==> config.mk <==
export PLATFORM = sky130hd
export DESIGN_NAME = bounded_event_list_core_flat
export DESIGN_NICKNAME = d
export VERILOG_FILES = /design/src/rtl/bel_pkg.sv /design/src/rtl/bel_req_if.sv /design/src/rtl/bel_rsp_if.sv /design/src/rtl/bounded_event_list_core.sv /design/src/rtl/bel_ram.sv /design/src/rtl/bel_datapath.sv /design/src/rtl/bel_ctrl.sv /design/src/flat_wrapper.sv
export VERILOG_INCLUDE_DIRS = /design/src /design/src/rtl
export SDC_FILE = /design/constraint.sdc
export NUM_CORES = 2
export LEC_CHECK = 0
export ABC_AREA = 1
export BUFFER_PORTS_ARGS = -buffer_cell sky130_fd_sc_hd__buf_2
export CORE_MARGIN = 2
export CORE_UTILIZATION = 30
export CTS_CLUSTER_SIZE = 24
export DETAILED_ROUTE_END_ITERATION = 8
export PLACE_DENSITY = 0.48
export SETUP_SLACK_MARGIN = 0.02
export SYNTH_ARGS = -nofsm -noshare
export SYNTH_HDL_FRONTEND = slang
export SYNTH_HIERARCHICAL = 1
export SYNTH_SLANG_ARGS = --single-unit
export TNS_END_PERCENT = 20
==> constraint.sdc <==
create_clock -name clk -period 15.2 [get_ports clk]
set_clock_uncertainty 0.15 [all_clocks]
set_input_delay 4.56 -clock clk [delete_from_list [all_inputs] [get_ports clk]]
set_output_delay 4.56 -clock clk [all_outputs]
set_load 0.1 [all_outputs]
==> src/rtl/bounded_event_list_core_defines.svh <==
// Assertion macros for the bounded event list core.
// Included by the modules that carry concurrent checks; no other dependencies.
`ifndef BOUNDED_EVENT_LIST_CORE_DEFINES_SVH
`define BOUNDED_EVENT_LIST_CORE_DEFINES_SVH

`ifndef SYNTHESIS
`define BEL_ASSERT(lbl, clk, rst, prop) \
  lbl: assert property (@(posedge clk) disable iff (rst) prop) \
    else $error("bounded_event_list_core: check failed");
`define BEL_ASSERT_NEVER(lbl, clk, rst, expr) \
  lbl: assert property (@(posedge clk) disable iff (rst) !(expr)) \
    else $error("bounded_event_list_core: forbidden condition");
`else
`define BEL_ASSERT(lbl, clk, rst, prop)
`define BEL_ASSERT_NEVER(lbl, clk, rst, expr)
`endif

`endif

==> src/rtl/bel_pkg.sv <==
// Shared constants, operation codes and control structs for the event list.
// No dependencies.
package bel_pkg;

  localparam int DEPTH     = 64;
  localparam int ADDR_W    = (DEPTH > 1) ? $clog2(DEPTH) : 1;
  localparam int CNT_W     = 7;
  localparam int CAP_LIMIT = (DEPTH < 64) ? DEPTH : 64;
  localparam int ENTRY_W   = 64;

  localparam logic [1:0] FUNC_APPEND = 2'd0;
  localparam logic [1:0] FUNC_READ   = 2'd1;
  localparam logic [1:0] FUNC_DROP   = 2'd2;
  localparam logic [1:0] FUNC_SEEK   = 2'd3;

  localparam logic [7:0]       NULL_TYPE         = 8'hAA;
  localparam logic [CNT_W-1:0] MAX_ENTRIES_RESET = 7'd50;

  typedef struct packed {
    logic start;
    logic scan;
    logic finish;
  } ctl_t;

  typedef struct packed {
    logic scan_done;
  } stat_t;

endpackage

==> src/rtl/bel_req_if.sv <==
// Request channel: one operation per beat, valid/ready handshake.
// No dependencies.
interface bel_req_if;
  logic        valid;
  logic        ready;
  logic [1:0]  func;
  logic [5:0]  position;
  logic [7:0]  event_type;
  logic [7:0]  note_value;
  logic [7:0]  note_data;
  logic [7:0]  channel_number;
  logic [31:0] time_stamp;

  modport source (output valid, func, position, event_type, note_value, note_data,
                  channel_number, time_stamp, input ready);
  modport sink (input valid, func, position, event_type, note_value, note_data,
                channel_number, time_stamp, output ready);
endinterface

==> src/rtl/bel_rsp_if.sv <==
// Response channel: one result per beat, valid/ready handshake.
// No dependencies.
interface bel_rsp_if;
  logic              valid;
  logic              ready;
  logic              accepted;
  logic              entry_valid;
  logic [7:0]        out_event_type;
  logic [7:0]        out_value;
  logic [7:0]        out_data;
  logic [7:0]        out_channel;
  logic [31:0]       out_time_stamp;
  logic signed [6:0] seek_index;
  logic [6:0]        list_length;

  modport source (output valid, accepted, entry_valid, out_event_type, out_value,
                  out_data, out_channel, out_time_stamp, seek_index, list_length,
                  input ready);
  modport sink (input valid, accepted, entry_valid, out_event_type, out_value,
                out_data, out_channel, out_time_stamp, seek_index, list_length,
                output ready);
endinterface

==> src/rtl/bounded_event_list_core.sv <==
// Bounded event list: append, read, drop and seek over up to 64 stored entries.
// Append and read go from the accept state straight to the result load; drop at
// position p scans entries p+1 to count-1 and seek scans every entry, one entry
// per cycle through the single RAM read port. One request in flight at a time,
// so a new request beat is taken only when the last response has been or is being taken.
// Synchronous active-high reset empties the list and sets the limit to 50.
module bounded_event_list_core (
  input  logic                      clk,
  input  logic                      rst,
  input  logic                      cfg_we,
  input  logic [bel_pkg::CNT_W-1:0] cfg_wdata,
  bel_req_if.sink                   req,
  bel_rsp_if.source                 rsp
);

  bel_pkg::ctl_t  ctl;
  bel_pkg::stat_t stat;

  bel_ctrl u_ctrl (
    .clk       (clk),
    .rst       (rst),
    .req_valid (req.valid),
    .req_func  (req.func),
    .req_ready (req.ready),
    .rsp_valid (rsp.valid),
    .rsp_ready (rsp.ready),
    .stat      (stat),
    .ctl       (ctl)
  );

  bel_datapath u_dp (
    .clk                (clk),
    .rst                (rst),
    .cfg_we             (cfg_we),
    .cfg_wdata          (cfg_wdata),
    .req_func           (req.func),
    .req_position       (req.position),
    .req_event_type     (req.event_type),
    .req_note_value     (req.note_value),
    .req_note_data      (req.note_data),
    .req_channel_number (req.channel_number),
    .req_time_stamp     (req.time_stamp),
    .ctl                (ctl),
    .stat               (stat),
    .accepted           (rsp.accepted),
    .entry_valid        (rsp.entry_valid),
    .out_event_type     (rsp.out_event_type),
    .out_value          (rsp.out_value),
    .out_data           (rsp.out_data),
    .out_channel        (rsp.out_channel),
    .out_time_stamp     (rsp.out_time_stamp),
    .seek_index         (rsp.seek_index),
    .list_length        (rsp.list_length)
  );

endmodule

==> src/rtl/bel_ram.sv <==
// Generic single-write, single-read RAM with registered read data.
// No dependencies.
module bel_ram #(
  parameter int WIDTH = 8,
  parameter int DEPTH = 16,
  parameter int AW    = (DEPTH > 1) ? $clog2(DEPTH) : 1
) (
  input  logic             clk,
  input  logic             we,
  input  logic [AW-1:0]    waddr,
  input  logic [WIDTH-1:0] wdata,
  input  logic [AW-1:0]    raddr,
  output logic [WIDTH-1:0] rdata
);

  logic [WIDTH-1:0] mem [DEPTH];

  always_ff @(posedge clk) begin
    if (we) begin
      mem[waddr] <= wdata;
    end
    rdata <= mem[raddr];
  end

endmodule

==> src/rtl/bel_datapath.sv <==
// Datapath: entry RAM, count and limit registers, scan pointers, result register.
// Depends on bel_pkg, bel_ram and the assertion macros header.
`include "bounded_event_list_core_defines.svh"

module bel_datapath (
  input  logic                      clk,
  input  logic                      rst,
  input  logic                      cfg_we,
  input  logic [bel_pkg::CNT_W-1:0] cfg_wdata,
  input  logic [1:0]                req_func,
  input  logic [5:0]                req_position,
  input  logic [7:0]                req_event_type,
  input  logic [7:0]                req_note_value,
  input  logic [7:0]                req_note_data,
  input  logic [7:0]                req_channel_number,
  input  logic [31:0]               req_time_stamp,
  input  bel_pkg::ctl_t             ctl,
  output bel_pkg::stat_t            stat,
  output logic                      accepted,
  output logic                      entry_valid,
  output logic [7:0]                out_event_type,
  output logic [7:0]                out_value,
  output logic [7:0]                out_data,
  output logic [7:0]                out_channel,
  output logic [31:0]               out_time_stamp,
  output logic signed [6:0]         seek_index,
  output logic [6:0]                list_length
);

  localparam int AW = bel_pkg::ADDR_W;
  localparam int CW = bel_pkg::CNT_W;

  logic [CW-1:0] count, count_next;
  logic [CW-1:0] max_entries;
  logic [CW-1:0] cap;
  logic [1:0]    op;
  logic [7:0]    key;
  logic          in_range;
  logic          app_ok;
  logic          app_now;
  logic [CW-1:0] rd_ptr;
  logic [AW-1:0] lag_ptr;
  logic          lag_vld;
  logic [6:0]    hit;
  logic          issue;

  logic                          ram_we;
  logic [AW-1:0]                 ram_waddr;
  logic [bel_pkg::ENTRY_W-1:0]   ram_wdata;
  logic [AW-1:0]                 ram_raddr;
  logic [bel_pkg::ENTRY_W-1:0]   ram_rdata;

  bel_ram #(
    .WIDTH (bel_pkg::ENTRY_W),
    .DEPTH (bel_pkg::DEPTH)
  ) u_ram (
    .clk   (clk),
    .we    (ram_we),
    .waddr (ram_waddr),
    .wdata (ram_wdata),
    .raddr (ram_raddr),
    .rdata (ram_rdata)
  );

  assign cap = (max_entries > CW'(bel_pkg::CAP_LIMIT)) ? CW'(bel_pkg::CAP_LIMIT) : max_entries;
  assign app_now = (req_func == bel_pkg::FUNC_APPEND) && (count < cap);
  assign issue = ctl.scan && (rd_ptr < count);
  assign stat.scan_done = !(rd_ptr < count) && !lag_vld;

  assign ram_raddr = ctl.start ? AW'(req_position) : AW'(rd_ptr);

  always_comb begin
    ram_we    = 1'b0;
    ram_waddr = AW'(count);
    ram_wdata = {req_time_stamp, req_channel_number, req_note_data,
                 req_note_value, req_event_type};
    if (ctl.start && app_now) begin
      ram_we = 1'b1;
    end else if (ctl.scan && lag_vld && (op == bel_pkg::FUNC_DROP)) begin
      ram_we    = 1'b1;
      ram_waddr = lag_ptr - AW'(1);
      ram_wdata = ram_rdata;
    end
  end

  always_comb begin
    count_next = count;
    if (ctl.start && app_now) begin
      count_next = count + CW'(1);
    end else if (ctl.finish && (op == bel_pkg::FUNC_DROP) && in_range) begin
      count_next = count - CW'(1);
    end
  end

  always_ff @(posedge clk) begin
    if (rst) begin
      count       <= '0;
      max_entries <= bel_pkg::MAX_ENTRIES_RESET;
      lag_vld     <= 1'b0;
    end else begin
      count   <= count_next;
      lag_vld <= issue;
      if (cfg_we) begin
        max_entries <= cfg_wdata;
      end
    end
  end

  always_ff @(posedge clk) begin
    if (ctl.start) begin
      op       <= req_func;
      key      <= req_note_value;
      in_range <= {1'b0, req_position} < count;
      app_ok   <= app_now;
      hit      <= '1;
      rd_ptr   <= (req_func == bel_pkg::FUNC_SEEK) ? '0 : CW'(req_position) + CW'(1);
    end else if (ctl.scan) begin
      if (issue) begin
        rd_ptr  <= rd_ptr + CW'(1);
        lag_ptr <= AW'(rd_ptr);
      end
      if (lag_vld && (op == bel_pkg::FUNC_SEEK) && (ram_rdata[15:8] == key)) begin
        hit <= 7'(lag_ptr);
      end
    end
  end

  always_ff @(posedge clk) begin
    if (ctl.finish) begin
      accepted       <= ((op == bel_pkg::FUNC_APPEND) && app_ok) ||
                        ((op == bel_pkg::FUNC_DROP) && in_range);
      entry_valid    <= 1'b0;
      out_event_type <= '0;
      out_value      <= '0;
      out_data       <= '0;
      out_channel    <= '0;
      out_time_stamp <= '0;
      seek_index     <= '1;
      list_length    <= count_next;
      case (op)
        bel_pkg::FUNC_READ: begin
          if (in_range) begin
            entry_valid    <= 1'b1;
            out_event_type <= ram_rdata[7:0];
            out_value      <= ram_rdata[15:8];
            out_data       <= ram_rdata[23:16];
            out_channel    <= ram_rdata[31:24];
            out_time_stamp <= ram_rdata[63:32];
          end else begin
            out_event_type <= bel_pkg::NULL_TYPE;
          end
        end
        bel_pkg::FUNC_SEEK: seek_index <= hit;
        default: ;
      endcase
    end
  end

  `BEL_ASSERT(a_lag_in_scan, clk, rst, lag_vld |-> ctl.scan)
  `BEL_ASSERT(a_count_held_in_scan, clk, rst, ctl.scan |=> $stable(count))
  `BEL_ASSERT_NEVER(a_count_bound, clk, rst, count > CW'(bel_pkg::CAP_LIMIT))

endmodule

==> src/rtl/bel_ctrl.sv <==
// Controller: sequences accept, RAM scan and result load; owns response valid.
// Depends on bel_pkg and the assertion macros header.
`include "bounded_event_list_core_defines.svh"

module bel_ctrl (
  input  logic           clk,
  input  logic           rst,
  input  logic           req_valid,
  input  logic [1:0]     req_func,
  output logic           req_ready,
  output logic           rsp_valid,
  input  logic           rsp_ready,
  input  bel_pkg::stat_t stat,
  output bel_pkg::ctl_t  ctl
);

  localparam logic [1:0] S_IDLE   = 2'd0;
  localparam logic [1:0] S_SCAN   = 2'd1;
  localparam logic [1:0] S_FINISH = 2'd2;

  logic [1:0] state, state_next;
  logic       accept;

  assign req_ready  = (state == S_IDLE) && (!rsp_valid || rsp_ready);
  assign accept     = req_valid && req_ready;
  assign ctl.start  = accept;
  assign ctl.scan   = (state == S_SCAN);
  assign ctl.finish = (state == S_FINISH);

  always_comb begin
    state_next = state;
    unique case (state)
      S_IDLE: begin
        if (accept) begin
          unique case (req_func) inside
            bel_pkg::FUNC_DROP, bel_pkg::FUNC_SEEK: state_next = S_SCAN;
            default: state_next = S_FINISH;
          endcase
        end
      end
      S_SCAN: begin
        if (stat.scan_done) begin
          state_next = S_FINISH;
        end
      end
      S_FINISH: state_next = S_IDLE;
      default:  state_next = S_IDLE;
    endcase
  end

  always_ff @(posedge clk) begin
    if (rst) begin
      state     <= S_IDLE;
      rsp_valid <= 1'b0;
    end else begin
      state <= state_next;
      if (ctl.finish) begin
        rsp_valid <= 1'b1;
      end else if (rsp_ready) begin
        rsp_valid <= 1'b0;
      end
    end
  end

  `BEL_ASSERT(a_finish_loads, clk, rst, ctl.finish |=> rsp_valid)
  `BEL_ASSERT(a_start_leaves_idle, clk, rst, ctl.start |=> (state != S_IDLE))
  `BEL_ASSERT(a_scan_exit, clk, rst, (ctl.scan && stat.scan_done) |=> ctl.finish)

endmodule

==> src/flat_wrapper.sv <==
// flat-port wrapper written by rule: the top's interface ports become plain ports
module bounded_event_list_core_flat 
  (clk, rst, cfg_we, cfg_wdata, req_valid, req_func, req_position, req_event_type, req_note_value, req_note_data, req_channel_number, req_time_stamp, req_ready, rsp_valid, rsp_accepted, rsp_entry_valid, rsp_out_event_type, rsp_out_value, rsp_out_data, rsp_out_channel, rsp_out_time_stamp, rsp_seek_index, rsp_list_length, rsp_ready);
  bel_req_if req_i ();
  bel_rsp_if rsp_i ();
  input  logic clk;
  input  logic rst;
  input  logic cfg_we;
  input  logic [bel_pkg::CNT_W-1:0] cfg_wdata;
  input wire logic [$bits(req_i.valid)-1:0] req_valid;
  input wire logic [$bits(req_i.func)-1:0] req_func;
  input wire logic [$bits(req_i.position)-1:0] req_position;
  input wire logic [$bits(req_i.event_type)-1:0] req_event_type;
  input wire logic [$bits(req_i.note_value)-1:0] req_note_value;
  input wire logic [$bits(req_i.note_data)-1:0] req_note_data;
  input wire logic [$bits(req_i.channel_number)-1:0] req_channel_number;
  input wire logic [$bits(req_i.time_stamp)-1:0] req_time_stamp;
  output wire logic [$bits(req_i.ready)-1:0] req_ready;
  output wire logic [$bits(rsp_i.valid)-1:0] rsp_valid;
  output wire logic [$bits(rsp_i.accepted)-1:0] rsp_accepted;
  output wire logic [$bits(rsp_i.entry_valid)-1:0] rsp_entry_valid;
  output wire logic [$bits(rsp_i.out_event_type)-1:0] rsp_out_event_type;
  output wire logic [$bits(rsp_i.out_value)-1:0] rsp_out_value;
  output wire logic [$bits(rsp_i.out_data)-1:0] rsp_out_data;
  output wire logic [$bits(rsp_i.out_channel)-1:0] rsp_out_channel;
  output wire logic [$bits(rsp_i.out_time_stamp)-1:0] rsp_out_time_stamp;
  output wire logic [$bits(rsp_i.seek_index)-1:0] rsp_seek_index;
  output wire logic [$bits(rsp_i.list_length)-1:0] rsp_list_length;
  input wire logic [$bits(rsp_i.ready)-1:0] rsp_ready;
  assign req_i.valid = req_valid;
  assign req_i.func = req_func;
  assign req_i.position = req_position;
  assign req_i.event_type = req_event_type;
  assign req_i.note_value = req_note_value;
  assign req_i.note_data = req_note_data;
  assign req_i.channel_number = req_channel_number;
  assign req_i.time_stamp = req_time_stamp;
  assign req_ready = req_i.ready;
  assign rsp_valid = rsp_i.valid;
  assign rsp_accepted = rsp_i.accepted;
  assign rsp_entry_valid = rsp_i.entry_valid;
  assign rsp_out_event_type = rsp_i.out_event_type;
  assign rsp_out_value = rsp_i.out_value;
  assign rsp_out_data = rsp_i.out_data;
  assign rsp_out_channel = rsp_i.out_channel;
  assign rsp_out_time_stamp = rsp_i.out_time_stamp;
  assign rsp_seek_index = rsp_i.seek_index;
  assign rsp_list_length = rsp_i.list_length;
  assign rsp_i.ready = rsp_ready;
  bounded_event_list_core u_core (.clk(clk), .rst(rst), .cfg_we(cfg_we), .cfg_wdata(cfg_wdata), .req(req_i), .rsp(rsp_i));
endmodule
==> flow_summary.yaml <==
layout:
  drive_gt1_share_pct: 8.61
  finalNonFillerCells: 22101
  fillers: 56181
  finalNetCount: 14266
  synthToLayoutAreaGrowth_pct: 13.7
critical_path:
  cp_slowest_cell: "buf_2"
  critPathBufInv: 2
  path_cells: "buf_2, nor2_1, nor2_1, buf_2"
  path_class: "in2out"
  critical_path.max_fanout: 4
  end_kind: "primary output"
  slowest_delay_ps: 300
  arrival_ps: 5300
  crit_path_start_kind: "primary input"
  crit_required_ps: 10490
  crit_family: "buffers and inverters"
global_route:
  grt_max_degree: 171
  grt_antenna_before_repair: 27
  grt_pass1_wl_mm: 822
  grt_util_all_layers_pct: 19.4
  grt-ovfl-total: 0
  grt_pass1_vias: 104408
synth:
  ys.flop_type: "edfxtp_1"
  async_flop_share_pct: 0
  ys_seq_area_share_pct: 74.4
  syn_avg_cell_area_sq_um: 12.2
  synth_top_area_share_pct: 73.4
  ys_types: 40
  yosys-top-cells-area: "edfxtp_1 (73%), nand3_1 (11%), nand2_1 (10%)"
  synth_edf_count: 4201
  syn_nets: 14255
  ys_ff_latch: 4290
  synth_area_sq_um: 172000
  ys_warn_count: 6
  synthMostInstantiatedCell: "nand2_1"
  synthTopCellsByCount: "nand2_1 (4559), edfxtp_1 (4201), nand3_1 (3866), buf_2 (504), clkbuf_1 (159)"
  synthCells: 14149
  synth_top_area_cell: "edfxtp_1"
floorplan:
  io_pins: 166
  die_w_um: 761
  core_area_sq_um: 572000
  rows: 278
  initial_utilization_pct: 30.1
  dieHeight_um: 761
  dieArea_sq_um: 579000
routing:
  first_pass_iters: 6
  wl_per_cell_um: 26.4
  drt_iter0_markers: 12921
  drc: 0
  finalWirelength_mm: 584
  via_per_inst: 5.08
  antenna_left: 0
  vias: 112188
cts:
  clk_latency_ps: 1030
  clockRootBuffer: "clkbuf_16"
  clk_pin_slew_ps: 60
  cts_resized: 0
  cts_buffers: 442
  postCtsSetupBuffers: 0
  cts_tree: "built"
  clock_sinks: 4290
  cts_htree_levels: 5
  postCtsHoldBufs: 0
  clk_path_buf_depth: 4
pwr:
  p_per_area_nw_per_um2: 145
  power_mw: 28.3
  vdd_drop_max_mv: 0.103
  p_leak_nw: 67.7
timing:
  finalHoldViolCount: 0
  tns_ps: 0
  finalCritPeriodShare_pct: 65.8
  max_freq_mhz: 99.9
  period_minus_slack_ps: 10010
  drv_slew: 0
  worst-slew-pin-transition_ps: 1260
  max-slew-margin-rel_pct: 15.5
  setup_viol: 0
  rsz0062_at_grt: "no"
min_path:
  hold_path.class: "reg2reg"
run_status:
  status: "finished clean"
place:
  dp_hpwl_mm: 308
  dp_cells: 21276
  portBuffers: 165
  routabilityCongestion: 0.771
flow_run:
  drv_cap: 0
## layout make-up
class	count	area, sq um	area share (%)
timing repair buffer	494	3760	1.92
multi-input combinational	8801	39800	20.4
tap	7560	9460	4.84
clock inverter	220	1900	0.974
inverter	131	552	0.282
sequential	4290	128000	65.4
clock buffer	594	12000	6.16
antenna	11	27.5	0.0141
## per-layer routing
layer  vias up  part of all wire [%]  GRT usage, %  routed length, um
met5         -                0.0022             0                 13
met4         2                   2.7          4.94              16000
met3       732                   7.0          2.58              41200
met2      4221                    47          31.4             274000
met1     56878                    43          27.6             253000
li1      50355                     -             -                  -
## state kept, by name, summed over array words and instances, names as in the netlist, 8 cells and up
signal	count
u_core/u_dp/u_ram/mem	4096
u_core/u_dp/u_ram/rdata	64
u_core/u_dp/out_time_stamp	32
u_core/u_dp/key	8
u_core/u_dp/out_channel	8
u_core/u_dp/out_data	8
u_core/u_dp/out_event_type	8
u_core/u_dp/out_value	8
## worst register-to-register path: stages (launching register included)
cell and delay (ps):
dfxtp_1 860, ha_1 370, a21oi_1 140, nand2_1 100
nand2_2 100, nand4_4 320, nand2_8 530, o21ai_0 510
inv_1 440, nand4_1 770, nor2_4 1060, buf_4 930
## worst paths after layout
kind              cells after the start                             to  slack (ps)            startpoint
setup reg to reg                     11  u_core/u_dp/u_ram/mem[35][53]        8420  u_core/u_dp/count[2]
setup / recovery                      4                      req_ready        5190             rsp_ready
hold reg to reg                       2             u_core/u_dp/hit[6]         300    u_core/u_dp/hit[6]
hold / removal                        2             u_core/u_dp/hit[6]         300    u_core/u_dp/hit[6]
## power by group
part	internal [mW]	switching, mW
Clock	5.95	4.67
Combinational	1.05	3.44
Sequential	13.1	0.125
## cells in the final DEF, fill, tap and decap left out, types with 24 or more instances in the layout
cell type	count
edfxtp_1	4201
clkinv_2	65
buf_2	165
buf_4	291
clkbuf_1	115
o21ai_4	70
clkbuf_16	445
clkbuf_8	34
dfxtp_1	89
bufinv_16	24
buf_12	37
nor2_4	57
clkinv_1	104
nor2_1	98
nand3_1	3866
nand2_1	4558
inv_1	123
## cell families (layout without fill, tap and decap cells)
family,count (synthesis),count (layout),share of synthesized area (%)
compound gates,128,128,0.399
xor+xnor,23,23,0.117
fa+ha+maj,22,22,0.160
buf+inv,1058,1439,3.22
flops,4290,4290,74.4
other cells,0,11,0
simple gates,8628,8628,21.7
## stage by stage
stage,utilization [%],hold WS (ps),instance area [sq um],worst slack (ps)
finish,34.2,300,195000,5190
global route,34.2,308,195000,5160
CTS,34.2,294,195000,5180
detailed placement,31.7,279,182000,4320
global placement,31.7,276,181000,4280
floorplan,-,261,172000,2190
Power figures use the tool's default switching activity.
